--- config.mk ---
export PLATFORM = sky130hd
export DESIGN_NAME = mcc_ctrl
export DESIGN_NICKNAME = d
export VERILOG_FILES = /design/src/rtl/core/mcc_pkg.sv /design/src/rtl/core/mcc_ctrl.sv
export SDC_FILE = /design/constraint.sdc
export NUM_CORES = 1
export LEC_CHECK = 0
export BUFFER_PORTS_ARGS = -buffer_cell sky130_fd_sc_hd__buf_2
export CAP_MARGIN = 0
export CORE_UTILIZATION = 51
export CTS_BUF_LIST = sky130_fd_sc_hd__clkbuf_4 sky130_fd_sc_hd__clkbuf_8
export DETAILED_ROUTE_END_ITERATION = 8
export PLACE_DENSITY = 0.82
export SYNTH_ARGS = -nofsm -noshare
export SYNTH_HDL_FRONTEND = slang
export SYNTH_SLANG_ARGS = --single-unit
--- constraint.sdc ---
create_clock -name clk -period 2.68 [get_ports clk]
set_clock_uncertainty 0.05 [all_clocks]
set_input_delay 0.134 -clock clk [delete_from_list [all_inputs] [get_ports clk]]
set_output_delay 0.134 -clock clk [all_outputs]
set_load 0.02 [all_outputs]
--- src/rtl/core/mcc_pkg.sv ---
package mcc_pkg;

  localparam int MEM_WORDS = 65536;
  localparam int ADDR_W    = $clog2(MEM_WORDS);

  typedef struct packed {
    logic               kind;
    logic [15:0]        load_address;
    logic signed [31:0] load_word;
  } in_item_t;

  typedef struct packed {
    logic [4:0]         state_code;
    logic [1:0]         run_status;
    logic signed [31:0] program_counter;
    logic signed [31:0] instruction;
    logic signed [31:0] bus_value;
    logic               memory_ready;
  } out_item_t;

  typedef enum logic [4:0] {
    S_FETCH   = 5'd0,
    S_FETCH2  = 5'd1,
    S_DECODE1 = 5'd2,
    S_DECODE2 = 5'd3,
    S_ADD1    = 5'd4,
    S_NAND1   = 5'd5,
    S_ALUFIN  = 5'd6,
    S_LW1     = 5'd7,
    S_LW2     = 5'd8,
    S_LW3     = 5'd9,
    S_LW4     = 5'd10,
    S_SW1     = 5'd11,
    S_SW2     = 5'd12,
    S_SW3     = 5'd13,
    S_SW4     = 5'd14,
    S_BEQ1    = 5'd15,
    S_BEQ2    = 5'd16,
    S_BEQ3    = 5'd17,
    S_BEQ4    = 5'd18,
    S_JALR1   = 5'd19,
    S_JALR2   = 5'd20,
    S_HALT    = 5'd21
  } ctrl_state_t;

  typedef enum logic [1:0] {
    SEQ_CLEAR,
    SEQ_IDLE,
    SEQ_EXEC,
    SEQ_MEMWAIT
  } seq_state_t;

  typedef enum logic [1:0] {
    RUN_OK       = 2'd0,
    RUN_HALTED   = 2'd1,
    RUN_BAD_ADDR = 2'd2,
    RUN_BAD_OP   = 2'd3
  } run_status_t;

  typedef enum logic [2:0] {
    OP_ADD  = 3'd0,
    OP_NAND = 3'd1,
    OP_LW   = 3'd2,
    OP_SW   = 3'd3,
    OP_BEQ  = 3'd4,
    OP_JALR = 3'd5,
    OP_HALT = 3'd6,
    OP_NOOP = 3'd7
  } opcode_t;

  typedef enum logic [2:0] {
    BUS_NONE,
    BUS_PC,
    BUS_DATA,
    BUS_REG,
    BUS_ALU,
    BUS_OFFSET
  } bus_src_t;

  typedef enum logic [1:0] {
    ALU_ADD,
    ALU_NAND,
    ALU_SUB
  } alu_op_t;

  typedef enum logic {
    REG_A,
    REG_B
  } reg_sel_t;

  typedef enum logic {
    DST_DEST,
    DST_B
  } wr_dst_t;

  typedef struct packed {
    logic        accept;
    logic        clear_write;
    logic        load_write;
    bus_src_t    bus_src;
    reg_sel_t    reg_sel;
    wr_dst_t     wr_dst;
    alu_op_t     alu_op;
    logic        ld_addr;
    logic        pc_inc;
    logic        ld_pc;
    logic        ld_instr;
    logic        ld_operand;
    logic        ld_result;
    logic        ld_data;
    logic        reg_write;
    logic        mem_acc;
    logic        mem_read;
    logic        mem_capture;
    logic        out_load;
    ctrl_state_t out_code;
    run_status_t out_status;
    logic        out_ready;
  } dp_cmd_t;

  typedef struct packed {
    logic    kind;
    logic    op_bad;
    opcode_t op;
    logic    alu_zero;
    logic    addr_bad;
    logic    acc_done;
    logic    clear_last;
    logic    out_free;
  } dp_status_t;

  // residue mod 3 from base-4 digit sum
  function automatic logic [1:0] mod3_16(input logic [15:0] v);
    logic [4:0] s;
    logic [3:0] t;
    logic [2:0] u;
    s = '0;
    for (int i = 0; i < 8; i++) begin
      s = s + 5'(v[2*i +: 2]);
    end
    t = 4'(s[4:2]) + 4'(s[1:0]);
    u = 3'(t[3:2]) + 3'(t[1:0]);
    if (u >= 3'd3) begin
      u = u - 3'd3;
    end
    return u[1:0];
  endfunction

endpackage

--- src/rtl/core/mcc_ctrl.sv ---
module mcc_ctrl (
  input  logic                clk,
  input  logic                rst,
  input  logic                item_valid,
  output logic                item_stall,
  input  mcc_pkg::dp_status_t status,
  output mcc_pkg::dp_cmd_t    cmd
);
  import mcc_pkg::*;

  seq_state_t  seq;
  seq_state_t  seq_next;
  ctrl_state_t control_state;
  ctrl_state_t control_state_next;
  run_status_t machine_status;
  run_status_t machine_status_next;

  logic go;
  logic step_go;

  assign go         = (seq == SEQ_EXEC) && status.out_free;
  assign step_go    = go && status.kind && (machine_status == RUN_OK);
  assign item_stall = seq != SEQ_IDLE;

  always_ff @(posedge clk) begin
    if (rst) begin
      seq            <= SEQ_CLEAR;
      control_state  <= S_FETCH;
      machine_status <= RUN_OK;
    end else begin
      seq            <= seq_next;
      control_state  <= control_state_next;
      machine_status <= machine_status_next;
    end
  end

  // next state
  always_comb begin
    seq_next            = seq;
    control_state_next  = control_state;
    machine_status_next = machine_status;
    case (seq)
      SEQ_CLEAR: begin
        if (status.clear_last) begin
          seq_next = SEQ_IDLE;
        end
      end
      SEQ_IDLE: begin
        if (item_valid) begin
          seq_next = SEQ_EXEC;
        end
      end
      SEQ_EXEC: begin
        if (go) begin
          seq_next = SEQ_IDLE;
        end
        if (step_go) begin
          case (control_state)
            S_FETCH:   control_state_next = S_FETCH2;
            S_FETCH2, S_LW3, S_SW4: begin
              if (status.addr_bad) begin
                machine_status_next = RUN_BAD_ADDR;
              end else if (status.acc_done) begin
                if (control_state == S_SW4) begin
                  control_state_next = S_FETCH;
                end else begin
                  seq_next = SEQ_MEMWAIT;
                end
              end
            end
            S_DECODE1: control_state_next = S_DECODE2;
            S_DECODE2: begin
              if (status.op_bad) begin
                machine_status_next = RUN_BAD_OP;
              end else begin
                case (status.op)
                  OP_ADD:  control_state_next = S_ADD1;
                  OP_NAND: control_state_next = S_NAND1;
                  OP_LW:   control_state_next = S_LW1;
                  OP_SW:   control_state_next = S_SW1;
                  OP_BEQ:  control_state_next = S_BEQ1;
                  OP_JALR: control_state_next = S_JALR1;
                  OP_HALT: control_state_next = S_HALT;
                  default: control_state_next = S_FETCH;
                endcase
              end
            end
            S_ADD1:    control_state_next = S_ALUFIN;
            S_NAND1:   control_state_next = S_ALUFIN;
            S_ALUFIN:  control_state_next = S_FETCH;
            S_LW1:     control_state_next = S_LW2;
            S_LW2:     control_state_next = S_LW3;
            S_LW4:     control_state_next = S_FETCH;
            S_SW1:     control_state_next = S_SW2;
            S_SW2:     control_state_next = S_SW3;
            S_SW3:     control_state_next = S_SW4;
            S_BEQ1:    control_state_next = S_BEQ2;
            S_BEQ2:    control_state_next = status.alu_zero ? S_BEQ3 : S_FETCH;
            S_BEQ3:    control_state_next = S_BEQ4;
            S_BEQ4:    control_state_next = S_FETCH;
            S_JALR1:   control_state_next = S_JALR2;
            S_JALR2:   control_state_next = S_FETCH;
            S_HALT:    machine_status_next = RUN_HALTED;
            default:   control_state_next = S_FETCH;
          endcase
        end
      end
      SEQ_MEMWAIT: begin
        seq_next = SEQ_IDLE;
        control_state_next = (control_state == S_FETCH2) ? S_DECODE1 : S_LW4;
      end
      default: seq_next = SEQ_IDLE;
    endcase
  end

  // datapath commands
  always_comb begin
    cmd            = '0;
    cmd.bus_src    = BUS_NONE;
    cmd.reg_sel    = REG_A;
    cmd.wr_dst     = DST_DEST;
    cmd.alu_op     = ALU_ADD;
    cmd.out_code   = control_state;
    cmd.out_status = machine_status_next;
    case (seq)
      SEQ_CLEAR: cmd.clear_write = 1'b1;
      SEQ_IDLE:  cmd.accept = item_valid;
      SEQ_EXEC: begin
        if (go) begin
          cmd.out_load   = 1'b1;
          cmd.load_write = !status.kind;
        end
        if (step_go) begin
          case (control_state)
            S_FETCH: begin
              cmd.bus_src = BUS_PC;
              cmd.ld_addr = 1'b1;
              cmd.pc_inc  = 1'b1;
            end
            S_FETCH2, S_LW3, S_SW4: begin
              cmd.mem_acc  = 1'b1;
              cmd.mem_read = control_state != S_SW4;
              if (!status.addr_bad && status.acc_done) begin
                if (control_state == S_SW4) begin
                  cmd.out_ready = 1'b1;
                end else begin
                  cmd.out_load = 1'b0;
                end
              end
            end
            S_DECODE1: begin
              cmd.bus_src  = BUS_DATA;
              cmd.ld_instr = 1'b1;
            end
            S_DECODE2: begin
              cmd.reg_sel    = REG_A;
              cmd.bus_src    = BUS_REG;
              cmd.ld_operand = 1'b1;
            end
            S_ADD1, S_NAND1: begin
              cmd.reg_sel   = REG_B;
              cmd.bus_src   = BUS_REG;
              cmd.ld_result = 1'b1;
              cmd.alu_op    = (control_state == S_NAND1) ? ALU_NAND : ALU_ADD;
            end
            S_ALUFIN: begin
              cmd.bus_src   = BUS_ALU;
              cmd.wr_dst    = DST_DEST;
              cmd.reg_write = 1'b1;
            end
            S_LW1, S_SW1: begin
              cmd.bus_src   = BUS_OFFSET;
              cmd.ld_result = 1'b1;
            end
            S_LW2, S_SW2: begin
              cmd.bus_src = BUS_ALU;
              cmd.ld_addr = 1'b1;
            end
            S_LW4: begin
              cmd.bus_src   = BUS_DATA;
              cmd.wr_dst    = DST_B;
              cmd.reg_write = 1'b1;
            end
            S_SW3: begin
              cmd.reg_sel = REG_B;
              cmd.bus_src = BUS_REG;
              cmd.ld_data = 1'b1;
            end
            S_BEQ1: begin
              cmd.reg_sel   = REG_B;
              cmd.bus_src   = BUS_REG;
              cmd.alu_op    = ALU_SUB;
              cmd.ld_result = 1'b1;
            end
            S_BEQ2: begin
              cmd.bus_src    = BUS_OFFSET;
              cmd.ld_operand = 1'b1;
            end
            S_BEQ3: begin
              cmd.bus_src   = BUS_PC;
              cmd.ld_result = 1'b1;
            end
            S_BEQ4: begin
              cmd.bus_src = BUS_ALU;
              cmd.ld_pc   = 1'b1;
            end
            S_JALR1: begin
              cmd.bus_src   = BUS_PC;
              cmd.wr_dst    = DST_B;
              cmd.reg_write = 1'b1;
            end
            S_JALR2: begin
              cmd.reg_sel = REG_A;
              cmd.bus_src = BUS_REG;
              cmd.ld_pc   = 1'b1;
            end
            default: cmd.bus_src = BUS_NONE;
          endcase
        end
      end
      SEQ_MEMWAIT: begin
        cmd.mem_capture = 1'b1;
        cmd.out_load    = 1'b1;
        cmd.out_ready   = 1'b1;
      end
      default: cmd.bus_src = BUS_NONE;
    endcase
  end

  a_memwait_after_exec: assert property (@(posedge clk) disable iff (rst)
    (seq == SEQ_MEMWAIT) |-> $past(seq == SEQ_EXEC))
    else $error("memory wait not preceded by execute");

  a_out_load_free: assert property (@(posedge clk) disable iff (rst)
    cmd.out_load |-> status.out_free)
    else $error("result loaded into a full output register");

  a_stopped_holds: assert property (@(posedge clk) disable iff (rst)
    (machine_status != RUN_OK) |=> (machine_status == $past(machine_status)))
    else $error("stopped machine changed status");

  a_state_moves_in_exec: assert property (@(posedge clk) disable iff (rst)
    (!$past(rst) && !$stable(control_state)) |->
      ($past(seq == SEQ_EXEC) || $past(seq == SEQ_MEMWAIT)))
    else $error("control state changed outside execution");

endmodule

==> impl_results.md <==
* Status: finished clean
* Syn Inst Count at 171
* Sequential area share after synthesis at 14.8%
* Total track usage at 26.9%
* CTS Root Cell: clkbuf_4
* Number of synthesized flops with an enable pin at 0
* Hold Vio Cnt, Final at 0
* Largest net degree at the start of global routing at 21
* Area leader, netlist: dfxtp_1
* First-pass GRT wire length at 5310 µm
* Multi-input combinational cell area at 922 µm²
* Non-filler cells, final at 232
* CP required at 2.50 ns
* Hold WC Path Type: in2reg
* CTS sink cnt at 9
* H-tree depth at 1
* Die width at 50.9 µm
* Total of warnings raised by yosys at 0
* DP HPWL at 2510 µm
* Commonest register cell after synthesis: dfxtp_1
* Die height at 50.9 µm
* Post-Syn Nets at 188
* Synth async-reset ratio at 0%
* Top-count cell post-synth: nor2_1
* Cts hold-fix bufs at 0
* Leakage at 0.000593 µW
* PwrDens at 270 nW/µm²
* Final WS setup at 0.305 ns
* Nets@finish at 222
* Io pins at 44
* Core area at 2230 µm²
* Final-report setup violation count at 0
* Max-slew violation count at 0
* FP Rows at 17
* CTS Buffer Depth at 2
* Starting Density at 54.6%
* Die area at 2590 µm²
* Final period utilization at 88.6%
* Slew HR at 59.1%
* Yosys reg bits at 9
* Clock Latency Late Sink at 0.27 ns
* Distinct cells, synth at 59
* CP Class: reg2out
* Residual DRC at 0
* Unrepaired setup endpoints after global routing: false
* Drt total wl at 3380 µm
* Synth Cell Area at 1220 µm²
* Routed via count at 1480
* CTS tree: built
* Initial DRC Count at 59
* Worst hold margin at 0.117 ns
* Critical Path AT at 2.19 ns
* Placed Instances at 228
* CP Launch Type: register
* Crit. End Element: primary output
* Vias in the first global route at 1220
* Initial antenna violation count at 0
* I/O Buffers at 43
* Synth top area cells: dfxtp_1 15%, nor2_1 4.9%, a21oi_1 4.5%, o21ai_0 4.5%, ha_1 4.1%
* Post-synth top area share at 14.8%
* WL/cell at 14.6 µm
* Share of layout cells above drive strength 1 at 29.9%
* Highest Clock Rate at 421 MHz
* Worst vdd ir at 395 µV
* TritonRoute pass-1 iters at 4
* Vias/cell at 6.38
* Post-route minimum period at 2.37 ns
* Pre-CTS setup slack at 0.527 ns
* TNS Setup at 0 ns
* Post-route ant nets at 0
* Mean Syn Cell Area at 7.13 µm²
* Ant diodes at 0
* FILL cells at 221
* Synth top cells by count: 16 x nor2_1, 11 x a21oi_1, 11 x o21ai_0
* Reg area at 180 µm²
* Clock slew at reported path FFs at 0.07 ns
* CTS buffer count at 3
* Crit-path max FO at 14
* Max-cap viol count at 0
* Grt ovf at 0
* Gpl congestion at 0.934
* Overall power at 387 µW
* Layout Area Growth over Synthesis at 17.5%
* Slew @ Worst Pin at 0.612 ns
-- cell families after synthesis --
logic type / Yosys count / share of synthesized area, %
AO/OA/AOI/OAI: 55 / 33.1
flip-flops: 9 / 14.8
adder cells (fa/ha/maj): 4 / 4.11
XOR/XNOR: 3 / 2.16
AND/OR/NAND/NOR: 74 / 35.4
buffers and inverters: 25 / 9.65
multiplexers: 1 / 0.821
-- repair_timing --
item | in CTS | in global routing
setup endpoints to repair | 0 | 1
setup buffers | 0 | 0
hold endpoints to repair | 0 | 0
resized for setup | 0 | 2
-- worst paths after layout --
path,from,to,slack (ns),cells after the start
worst max-delay path,seq[0],cmd[23],0.31,6
worst min-delay path,rst,control_state[3],0.12,2
worst min register to register,seq[0],seq[0],0.52,2
worst max register to register,control_state[0],control_state[4],0.53,5
-- cells in the final DEF, fill, tap and decap left out, drive strengths merged, types with 7 or more instances in the layout --
cell type,count
inv,9
a21oi,11
o21ai,11
nor2,16
nand2,7
nor3,7
nor2b,8
buf,45
dfxtp,9
-- critical path, stage by stage, from the launching register on --
cell       delay (ns)
dfxtp_1          0.34
inv_1            0.09
ha_1             0.24
nand4b_1         0.17
or2_1            0.42
a2111oi_0        0.42
buf_2            0.23
-- per-stage QoR --
step / area [µm²] / utilization [%]
2_1_floorplan: 1220 / -
3_3_place_gp: 1400 / 62.7
3_5_place_dp: 1400 / 62.7
4_1_cts: 1430 / 64.0
5_1_grt: 1430 / 64.1
6_report: 1430 / 64.1
-- power breakdown --
group	total, µW	internal [µW]	switching (µW)
sequential	148	139	9.59
clock	121	67.8	53.1
combinational	118	46.5	71.0
total	387	253	134
-- cell type report --
class,instances,area share (%)
clock buffer,4,2.10
tap,28,2.45
multi-input combinational,137,64.4
sequential,9,12.6
timing repair buffer,45,16.1
inverter,9,2.36
-- registers in the layout (all words and copies together) (netlist names) --
register,cells
control_state,5
machine_status,2
seq,2
-- metal layers --
metal	part of all wire (%)	GRT usage [%]	vias up
li1	-	-	711
met4	1.1	11.6	0
met5	0	0	-
met2	49	46.2	71
met1	43	33.3	693
met3	7.5	3.57	5
Power figures use the tool's default switching activity.
